===== src/rtl/core/dsi_pkg.sv =====
package dsi_pkg;

    localparam int BYTE_W  = 8;
    localparam int MAG_W   = 31;
    localparam int VALUE_W = 32;
    localparam int PROD_W  = 35;
    localparam int STAT_W  = 2;

    localparam logic [BYTE_W-1:0] CH_NUL   = 8'h00;
    localparam logic [BYTE_W-1:0] CH_TAB   = 8'h09;
    localparam logic [BYTE_W-1:0] CH_SPACE = 8'h20;
    localparam logic [BYTE_W-1:0] CH_APOS  = 8'h27;
    localparam logic [BYTE_W-1:0] CH_PLUS  = 8'h2B;
    localparam logic [BYTE_W-1:0] CH_MINUS = 8'h2D;
    localparam logic [BYTE_W-1:0] CH_ZERO  = 8'h30;
    localparam logic [BYTE_W-1:0] CH_NINE  = 8'h39;
    localparam logic [BYTE_W-1:0] CH_HIGH  = 8'h80;

    localparam logic [BYTE_W-1:0] ALT_SPACE_RST = 8'd25;

    localparam logic [STAT_W-1:0] ST_OK       = 2'd0;
    localparam logic [STAT_W-1:0] ST_NO_DIGIT = 2'd1;
    localparam logic [STAT_W-1:0] ST_BAD_BYTE = 2'd2;
    localparam logic [STAT_W-1:0] ST_OVERFLOW = 2'd3;

    typedef struct packed {
        logic               past_leading;
        logic               negative;
        logic [MAG_W-1:0]   magnitude;
        logic               seen_digit;
        logic               bad_byte;
        logic               overflowed;
    } t_parse_state;

    typedef struct packed {
        logic [STAT_W-1:0]         status;
        logic signed [VALUE_W-1:0] value;
    } t_result;

endpackage


===== src/rtl/core/dsi_parse.sv =====
module dsi_parse (
    input  logic                        i_clk,
    input  logic                        i_rst_n,
    input  logic                        i_step,
    input  logic [dsi_pkg::BYTE_W-1:0]  i_byte,
    input  logic [dsi_pkg::BYTE_W-1:0]  i_alt_space,
    output logic                        o_res_vld,
    output dsi_pkg::t_result            o_res
);

    dsi_pkg::t_parse_state r_st;
    dsi_pkg::t_parse_state n_st;

    logic                          is_term;
    logic                          is_blank;
    logic                          is_digit;
    logic [dsi_pkg::PROD_W-1:0]    prod;
    logic [dsi_pkg::PROD_W-1:0]    mag_ext;
    logic [dsi_pkg::VALUE_W-1:0]   mag_val;

    assign is_term  = (i_byte == dsi_pkg::CH_NUL);
    assign is_blank = (i_byte == dsi_pkg::CH_SPACE) || (i_byte == dsi_pkg::CH_TAB) ||
                      (i_byte == dsi_pkg::CH_HIGH) || (i_byte == dsi_pkg::CH_APOS) ||
                      (i_byte == i_alt_space);
    assign is_digit = (i_byte >= dsi_pkg::CH_ZERO) && (i_byte <= dsi_pkg::CH_NINE);

    // magnitude * 10 + digit
    assign mag_ext = {{(dsi_pkg::PROD_W-dsi_pkg::MAG_W){1'b0}}, r_st.magnitude};
    assign prod    = (mag_ext << 3) + (mag_ext << 1) +
                     {{(dsi_pkg::PROD_W-4){1'b0}}, i_byte[3:0]};

    always_comb begin
        n_st = r_st;
        if (is_term) begin
            n_st = '0;
        end else if (!r_st.bad_byte) begin
            if (is_digit && !(!r_st.past_leading && is_blank)) begin
                n_st.past_leading = 1'b1;
                n_st.seen_digit   = 1'b1;
                if (!r_st.overflowed) begin
                    if (prod[dsi_pkg::PROD_W-1:dsi_pkg::MAG_W] != '0) begin
                        n_st.overflowed = 1'b1;
                    end else begin
                        n_st.magnitude = prod[dsi_pkg::MAG_W-1:0];
                    end
                end
            end else if (is_blank) begin
                n_st = r_st;
            end else if (!r_st.past_leading && i_byte == dsi_pkg::CH_MINUS) begin
                n_st.negative     = 1'b1;
                n_st.past_leading = 1'b1;
            end else if (!r_st.past_leading && i_byte == dsi_pkg::CH_PLUS) begin
                n_st.past_leading = 1'b1;
            end else begin
                n_st.bad_byte = 1'b1;
            end
        end
    end

    always_ff @(posedge i_clk) begin
        if (!i_rst_n) begin
            r_st <= '0;
        end else if (i_step) begin
            r_st <= n_st;
        end
    end

    assign mag_val   = {1'b0, r_st.magnitude};
    assign o_res_vld = i_step && is_term;

    always_comb begin
        o_res.value = '0;
        priority if (r_st.bad_byte) begin
            o_res.status = dsi_pkg::ST_BAD_BYTE;
        end else if (!r_st.seen_digit) begin
            o_res.status = dsi_pkg::ST_NO_DIGIT;
        end else if (r_st.overflowed) begin
            o_res.status = dsi_pkg::ST_OVERFLOW;
        end else begin
            o_res.status = dsi_pkg::ST_OK;
            o_res.value  = r_st.negative ? -mag_val : mag_val;
        end
    end

    assert property (@(posedge i_clk) disable iff (!i_rst_n)
        r_st.seen_digit |-> r_st.past_leading)
        else $error("digit seen outside the number phase");

    assert property (@(posedge i_clk) disable iff (!i_rst_n)
        (r_st.negative && !r_st.past_leading) == 1'b0)
        else $error("sign taken but still in leading blanks");

    assert property (@(posedge i_clk) disable iff (!i_rst_n)
        r_st.overflowed |-> r_st.seen_digit)
        else $error("overflow without any digit");

endmodule


===== src/rtl/core/decimal_string_to_int32_unit.sv =====
// decimal_string_to_int32_unit
// Parses an ASCII decimal string into a signed 32-bit integer.
// Input channel s_axis: one text byte per request; a zero byte ends the string.
// Output channel m_axis: one result per terminating zero byte, status in tuser
// (0 ok, 1 no digit, 2 bad byte, 3 overflow) and the value in tdata (zero
// unless ok). Leading blanks, one optional sign, digits with blanks between.
// i_cfg_we / i_cfg_wdata write the extra blank byte (reset value 25); write
// only while no string is in progress.
// Throughput: one byte per cycle, except while a zero byte stalls behind a
// waiting result. A result passes one input register, then the digit accumulate
// (times ten plus digit) and status select into the output register.
// Reset clears the parse state and both stage valids, and sets the blank byte
// register back to 25.
// When m_axis_tready is low and a result waits, non-terminator bytes keep
// flowing; a further zero byte waits in the input register and s_axis_tready
// drops until the waiting result is taken.
module decimal_string_to_int32_unit (
    input  logic                          i_clk,
    input  logic                          i_rst_n,
    input  logic                          i_cfg_we,
    input  logic [dsi_pkg::BYTE_W-1:0]    i_cfg_wdata,
    input  logic                          s_axis_tvalid,
    output logic                          s_axis_tready,
    input  logic [dsi_pkg::BYTE_W-1:0]    s_axis_tdata,   // [7:0] char_byte
    output logic                          m_axis_tvalid,
    input  logic                          m_axis_tready,
    output logic [dsi_pkg::VALUE_W-1:0]   m_axis_tdata,   // [31:0] value
    output logic [dsi_pkg::STAT_W-1:0]    m_axis_tuser    // [1:0] status
);

    logic [dsi_pkg::BYTE_W-1:0] r_alt_space;
    logic                       r_in_vld;
    logic [dsi_pkg::BYTE_W-1:0] r_in_byte;
    logic                       r_out_vld;
    dsi_pkg::t_result           r_out;

    logic             advance;
    logic             res_vld;
    dsi_pkg::t_result res;

    assign advance = r_in_vld &&
                     ((r_in_byte != dsi_pkg::CH_NUL) || !r_out_vld || m_axis_tready);
    assign s_axis_tready = !r_in_vld || advance;

    always_ff @(posedge i_clk) begin
        if (!i_rst_n) begin
            r_alt_space <= dsi_pkg::ALT_SPACE_RST;
        end else if (i_cfg_we) begin
            r_alt_space <= i_cfg_wdata;
        end
    end

    always_ff @(posedge i_clk) begin
        if (!i_rst_n) begin
            r_in_vld <= 1'b0;
        end else if (s_axis_tready) begin
            r_in_vld <= s_axis_tvalid;
        end
    end

    always_ff @(posedge i_clk) begin
        if (s_axis_tvalid && s_axis_tready) begin
            r_in_byte <= s_axis_tdata;
        end
    end

    dsi_parse u_parse (
        .i_clk       (i_clk),
        .i_rst_n     (i_rst_n),
        .i_step      (advance),
        .i_byte      (r_in_byte),
        .i_alt_space (r_alt_space),
        .o_res_vld   (res_vld),
        .o_res       (res)
    );

    always_ff @(posedge i_clk) begin
        if (!i_rst_n) begin
            r_out_vld <= 1'b0;
        end else if (res_vld) begin
            r_out_vld <= 1'b1;
        end else if (m_axis_tready) begin
            r_out_vld <= 1'b0;
        end
    end

    always_ff @(posedge i_clk) begin
        if (res_vld) begin
            r_out <= res;
        end
    end

    assign m_axis_tvalid = r_out_vld;
    assign m_axis_tdata  = r_out.value;
    assign m_axis_tuser  = r_out.status;

    assert property (@(posedge i_clk) disable iff (!i_rst_n)
        !s_axis_tready |-> (r_in_vld && r_out_vld && !m_axis_tready))
        else $error("input stalled without a blocked result");

    assert property (@(posedge i_clk) disable iff (!i_rst_n)
        (m_axis_tvalid && m_axis_tuser != dsi_pkg::ST_OK) |-> (m_axis_tdata == '0))
        else $error("nonzero value with error status");

    assert property (@(posedge i_clk) disable iff (!i_rst_n)
        (m_axis_tvalid && m_axis_tuser == dsi_pkg::ST_OK) |->
            (m_axis_tdata != {1'b1, {(dsi_pkg::VALUE_W-1){1'b0}}}))
        else $error("most negative value reported as ok");

    assert property (@(posedge i_clk) disable iff (!i_rst_n)
        res_vld |=> m_axis_tvalid)
        else $error("result lost on its way to the output register");

endmodule

===== config.mk =====
export PLATFORM = sky130hd
export DESIGN_NAME = decimal_string_to_int32_unit
export DESIGN_NICKNAME = d
export VERILOG_FILES = /design/src/rtl/core/dsi_pkg.sv /design/src/rtl/core/dsi_parse.sv /design/src/rtl/core/decimal_string_to_int32_unit.sv
export SDC_FILE = /design/constraint.sdc
export NUM_CORES = 1
export LEC_CHECK = 0
export ABC_AREA = 1
export BUFFER_PORTS_ARGS = -buffer_cell sky130_fd_sc_hd__buf_2
export CAP_MARGIN = 20
export CORE_MARGIN = 4
export CORE_UTILIZATION = 55
export CTS_CLUSTER_SIZE = 14
export DETAILED_ROUTE_END_ITERATION = 6
export GPL_TIMING_DRIVEN = 0
export PLACE_DENSITY = 0.73
export SLEW_MARGIN = 25
export SYNTH_ARGS = -nofsm -noshare
export SYNTH_HDL_FRONTEND = slang
export SYNTH_SLANG_ARGS = --single-unit

===== constraint.sdc =====
create_clock -name i_clk -period 3.4 [get_ports i_clk]
set_input_delay 0.17 -clock i_clk [delete_from_list [all_inputs] [get_ports i_clk]]
set_output_delay 0.17 -clock i_clk [all_outputs]
set_load 0.005 [all_outputs]

==> results of run 1 <==
-- how the worst max path moves through the flow --
stage | from | end | slack, ns
floorplan | r_in_byte[3]$_DFFE_PP_ | u_parse.mag_ext[23]$_SDFFE_PN0P_ | 0.69
global placement | r_in_byte[3]$_DFFE_PP_ | u_parse.mag_ext[24]$_SDFFE_PN0P_ | 0.27
detailed placement | r_in_byte[3]$_DFFE_PP_ | u_parse.mag_ext[24]$_SDFFE_PN0P_ | 0.24
CTS | r_in_byte[3]$_DFFE_PP_ | u_parse.mag_ext[5]$_SDFFE_PN0P_ | 0.19
global route | r_in_byte[3]$_DFFE_PP_ | u_parse.mag_ext[9]$_SDFFE_PN0P_ | 0.13
finish | r_in_byte[3]$_DFFE_PP_ | u_parse.mag_ext[5]$_SDFFE_PN0P_ | 0.32
-- registers in the layout, summed over array words and instances, names as in the netlist --
signal           flops
r_alt_space          8
r_in_vld             1
m_axis_tdata        32
m_axis_tvalid        1
u_parse.mag_ext     31
u_parse.r_st         5
m_axis_tuser         2
r_in_byte            8
-- report_power, final --
group,internal (uW),switching [uW],total [uW]
clock network,577,430,1010
logic,81.0,117,198
registers,1120,25.0,1150
-- routing by layer --
layer | up-vias | track usage
li1 | 3423 | -
met1 | 2823 | 0.349
met2 | 183 | 0.356
met3 | 25 | 0.0416
met4 | 0 | 0.0807
met5 | - | 0
-- cell type report --
type	instances	share of cell area
plain buffers	24	0.0225
clock buffers	9	0.0287
clock inverters	7	0.00990
inverters	122	0.0584
multi-input cells	751	0.529
flip-flops and latches	88	0.279
well taps	168	0.0268
repair buffers	64	0.0463
-- kinds of logic after synthesis --
group                      Yosys count  share of synthesized area
xor gates and xnor gates            13                     0.0164
and+or+nand+nor                    499                      0.325
AOI/OAI and AO/OA                  175                      0.137
DFF                                 88                      0.314
buffers and inverters              146                     0.0912
adders and majority gates           64                      0.117
-- cells in the final DEF, fill, tap and decap left out, types with 6 or more instances in the layout --
master	Yosys	final
nor2_1	113	113
buf_2	5	60
nor2_2	6	6
ha_1	62	62
nand3_2	7	7
nand3_1	75	75
inv_2	10	11
clkbuf_16	0	9
xnor2_1	9	9
nor3_1	31	31
a21oi_1	104	104
o21ai_0	45	45
dlygate4sd3_1	0	8
dfxtp_1	46	46
clkbuf_1	8	8
nand2_2	22	22
inv_1	111	110
nand2_1	214	214
edfxtp_1	42	42
-- metrics by stage --
stage,hold WS (ns),util,worst slack (ns)
after floorplan,0.269,-,0.685
after global placement,0.347,0.610,0.268
after global routing,0.0378,0.642,0.127
final,0.0283,0.642,0.318
after detailed placement,0.348,0.610,0.238
after CTS,0.0223,0.641,0.194
-- worst reg2reg max path, cell delays in order (launching register included) --
cell and delay [ns]:
edfxtp_1 0.41, inv_1 0.17, fa_1 0.46, fa_1 0.49, inv_1 0.10, nand2_1 0.07
nand3_2 0.12, nand2_1 0.06, nand2_1 0.11, nand2_1 0.08, nand2_2 0.10, nand2_1 0.07
nand2_1 0.12, nor2_4 0.05, nand2_4 0.09, nand2_8 0.11, nand2_2 0.18, nand2_1 0.09
a21oi_1 0.13
-- timing repair --
item	in CTS	in global routing
hold endpoints to repair	8	0
setup endpoints to repair	0	13
setup buffers	0	1
hold buffers	8	0
==> qor.yml, run 1 <==
sta:
  clock_skew_ns: 0.00783
  fin_setup_tns_ns: 0
  worstMarginPinSlew_ns: 0.738
  max_slew_margin: 0.504
  finalCriticalPeriod_ns: 3.08
  min_period_over_period: 0.906
  rsz0062_at_grt: "false"
  setup_viol: 0
  max_freq_mhz: 324
  hold_violations: 0
  drv_slew: 0
clock_network:
  cts_max_path_buffers: 2
  root_buffer: "clkbuf_16"
  h-tree-depth: 3
  cts_resized: 0
  path_clk_slew_ns: 0.07
  cts.sinks: 88
  cts_tree: "yes"
  cts-buffers-inserted: 9
  clock_latency_ns: 0.34
cells_and_area:
  multi_input_area_um2: 4140
  area_growth_pct: 12.6
  drive_above_1_share: 0.148
  fillers: 1154
  regArea_um2: 2180
  stdcell_area_um2: 7840
  fin_nets: 1145
  final_cells: 1233
  antenna_cells: 0
logic_synthesis:
  syn_nets: 1070
  syn_inst: 985
  avgSynthCellArea_um2: 7.07
  synthArstFlopShare: 0
  synth_ff_type: "dfxtp_1"
  synth_area_leaders: "edfxtp_1 (18%), dfxtp_1 (13%), nand2_1 (12%)"
  synth_top_area_share: 0.181
  ys_ff_latch: 88
  synthMostInstantiatedCell: "nand2_1"
  yosys_warnings: 0
  netlist_top_cells_count: "nand2_1 (214), nor2_1 (113), inv_1 (111)"
  synth_edf_count: 42
  synth_largest_area_cell: "edfxtp_1"
  synth_cell_types: 49
  syn_area_um2: 6960
  seq_area_frac_synth: 0.314
detailed_routing:
  drcViolationCount: 0
  via_per_inst: 5.23
  wirelength_um: 17000
  drtPass1Iterations: 5
  drtAntennaViolNets: 0
  wl_met1_um: 8330
  highest_layer: "met4"
  wl_met3_um: 1010
  wire_per_inst_um: 13.8
  drtIter0Drc: 554
  vias: 6454
  wl_met2_um: 7200
setup_path:
  worstSetupStartpointType: "flip-flop"
  reg2reg_from: "r_in_byte[3]$_DFFE_PP_"
  worst-path-stages: 18
  rrSetupSlack_ns: 0.32
  path_max_fanout: 9
  crit_family: "simple AND/OR/NAND/NOR gates"
  cp_slowest_cell: "fa_1"
  path_buf_inv: 2
  r2r-end: "u_parse.mag_ext[5]$_SDFFE_PN0P_"
  crit_type: "flip-flop to flip-flop"
  end_kind: "flip-flop"
  r2r_cells: 18
  crit_chain: "inv_1, fa_1, fa_1, inv_1, nand2_1, nand3_2, nand2_1, nand2_1, nand2_1, nand2_2, nand2_1, nand2_1, nor2_4, nand2_4, nand2_8, nand2_2, nand2_1, a21oi_1"
  cp_data_arrival_time_ns: 3.35
  max_stage_delay_ns: 0.49
  cpMostUsedCell: "nand2_1"
  cp_data_required_time_ns: 3.66
floorplan:
  start_util: 0.570
  pin_count: 57
  die_w_um: 120
  die_area_um2: 14500
  rows: 40
  fp.coreArea_um2: 12200
  die_h_um: 120
power:
  ir_worst_vdd_v: 0.000263
  report.power.total_uw: 2350
  p_leak_uw: 0.00392
  power.density_nw_per_um2: 300
hold_path:
  whs_endpoint: "r_alt_space[3]$_SDFFE_PN1P_"
  hold_class: "primary input to flip-flop"
  hold_depth: 3
  hold_start: "i_cfg_wdata[3]"
run_status:
  outcome: "finished clean"
grt:
  antenna_found_initial: 0
  grt_first_pass_wirelength_um: 27800
  overflow: 0
  grt_max_degree: 35
  first_global_vias: 5674
  grt_util_all_layers: 0.239
placement:
  dp_hpwl_um: 13600
  port_buffers: 55
  place_inst: 1208
  placed_cell_area_um2: 7440
  globalplace.congestion: 0.952
run:
  max-cap-violations: 0
Power figures use the tool's default switching activity.
==> inputs of run 2 (changes only) <==
BUFFER_PORTS_ARGS = -buffer_cell sky130_fd_sc_hd__buf_4   (was -buffer_cell sky130_fd_sc_hd__buf_2)
clock period = 3.9 ns   (was 3.4 ns; I/O delays follow)
==> qor.yml, run 2 (same netlist as run 1, synthesis figures left out) <==
grt:
  first_global_vias: 5596
  grt_util_all_layers: 0.233
  antenna_found_initial: 0
  grt_max_degree: 35
  grt_first_pass_wirelength_um: 27100
  overflow: 0
cells_and_area:
  mostFrequentLayoutCells: "nand2_1 (214), nor2_1 (113), inv_1 (110)"
  drive_above_1_share: 0.149
  largest_reg_flops: 32
  final_core_util: 0.648
  fin_nets: 1136
  final_common_cell: "nand2_1"
  area_growth_pct: 13.7
  antenna_cells: 0
  final_cells: 1224
power:
  ir_worst_vdd_v: 0.000185
  power.density_nw_per_um2: 267
  p_leak_uw: 0.00390
hold_path:
  hold_class: "primary input to flip-flop"
  hold_depth: 1
  hold_start: "s_axis_tdata[7]"
  whs_endpoint: "r_in_byte[7]$_DFFE_PP_"
setup_path:
  crit_chain: "inv_1, fa_1, fa_1, inv_1, nand2_1, nand3_2, nand2_1, nand2_1, nand2_1, nand2_2, nand2_1, nand2_1, nor2_4, nand2_4, nand2_8, nand2_2, nand2_1, a21oi_1"
  max_stage_delay_ns: 0.55
  r2r-end: "u_parse.mag_ext[5]$_SDFFE_PN0P_"
  cp_slowest_cell: "fa_1"
  cp_data_required_time_ns: 4.17
  cpMostUsedCell: "nand2_1"
  path_buf_inv: 2
  path_max_fanout: 9
  reg2reg_from: "r_in_byte[3]$_DFFE_PP_"
  crit_family: "simple AND/OR/NAND/NOR gates"
  worstSetupStartpointType: "flip-flop"
  rrSetupSlack_ns: 0.71
  r2r_cells: 18
  crit_type: "flip-flop to flip-flop"
  end_kind: "flip-flop"
  cp_data_arrival_time_ns: 3.46
detailed_routing:
  vias: 6475
  drtPass1Iterations: 6
  wire_per_inst_um: 13.8
  drcViolationCount: 0
  via_per_inst: 5.29
  drtAntennaViolNets: 0
  drtIter0Drc: 539
  wirelength_um: 16800
clock_network:
  cts_tree: "yes"
  cts_resized: 0
  clock_latency_ns: 0.35
  root_buffer: "clkbuf_16"
  cts.sinks: 88
  h-tree-depth: 3
  cts_hold_buf: 0
  cts_max_path_buffers: 2
  path_clk_slew_ns: 0.06
  cts_setup_buffers: 0
  cts-buffers-inserted: 9
sta:
  drv_slew: 0
  fin_setup_tns_ns: 0
  max_freq_mhz: 313
  worstMarginPinSlew_ns: 0.716
  setup_viol: 0
  clock_skew_ns: 0.00794
  min_period_over_period: 0.818
  finalCriticalPeriod_ns: 3.19
  rsz0062_at_grt: "false"
  hold_violations: 0
  max_slew_margin: 0.519
  hold_ws_ns: 0.0263
run:
  max-cap-violations: 0
floorplan:
  die_area_um2: 14500
  die_h_um: 120
  start_util: 0.570
  pin_count: 57
  rows: 40
  fp.coreArea_um2: 12200
  die_w_um: 120
placement:
  dp_hpwl_um: 13600
  globalplace.congestion: 0.962
  place_inst: 1208
  port_buffers: 55
run_status:
  outcome: "finished clean"
-- run 2: changes by cell type in the layout (fill, tap and decap cells not counted) --
cell / before / now
dlygate4sd3_1: 8 / 0
clkbuf_8: 0 / 1
clkinv_4: 1 / 0
buf_4: 3 / 57
inv_6: 3 / 1
bufinv_16: 1 / 2
clkinvlp_4: 1 / 3
buf_2: 60 / 5
clkinv_2: 1 / 0
-- run 2: final cells by class --
type	count	area, um2
buffer	24	176
clock buffer	10	239
clock inverter	6	91.3
fill	1172	4300
inverter	122	458
multi-input combinational	751	4140
sequential	88	2180
tap	168	210
timing repair buffer	55	413
-- run 2: through the flow --
stage / cell area [um2] / total power (uW) / setup WS, ns
4_1_cts: 7910 / 2120 / 0.712
6_report: 7910 / 2110 / 0.709
2_1_floorplan: 6960 / 1140 / 1.19
5_1_grt: 7910 / 2190 / 0.439
3_5_place_dp: 7580 / 1190 / 0.756
3_3_place_gp: 7580 / 1190 / 0.773
-- run 2: worst max path at each step --
| stage | from | endpoint | slack, ns | cells after the start |
|---|---|---|---|---|
| after floorplan | r_in_byte[3]$_DFFE_PP_ | u_parse.mag_ext[23]$_SDFFE_PN0P_ | 1.19 | 18 |
| after global placement | r_in_byte[3]$_DFFE_PP_ | u_parse.mag_ext[28]$_SDFFE_PN0P_ | 0.77 | 18 |
| after detailed placement | r_in_byte[3]$_DFFE_PP_ | u_parse.mag_ext[24]$_SDFFE_PN0P_ | 0.76 | 21 |
| after CTS | r_in_byte[3]$_DFFE_PP_ | u_parse.mag_ext[5]$_SDFFE_PN0P_ | 0.71 | 20 |
| after global routing | r_in_byte[3]$_DFFE_PP_ | u_parse.mag_ext[9]$_SDFFE_PN0P_ | 0.44 | 21 |
| final | r_in_byte[3]$_DFFE_PP_ | u_parse.mag_ext[5]$_SDFFE_PN0P_ | 0.71 | 18 |
-- run 2: layer usage --
metal,up-vias,track usage,share of wire
met3,20,0.0355,0.059
met4,0,0.0744,0.015
met2,175,0.359,0.44
li1,3411,-,-
met1,2869,0.336,0.49
met5,-,0,0
-- run 2: where the power goes --
part	leakage (uW)	total, uW	internal, uW	switching (uW)
sequential	0.000840	1000	979	22.4
combinational	0.00291	170	69.7	100
clock	0.000151	938	580	358
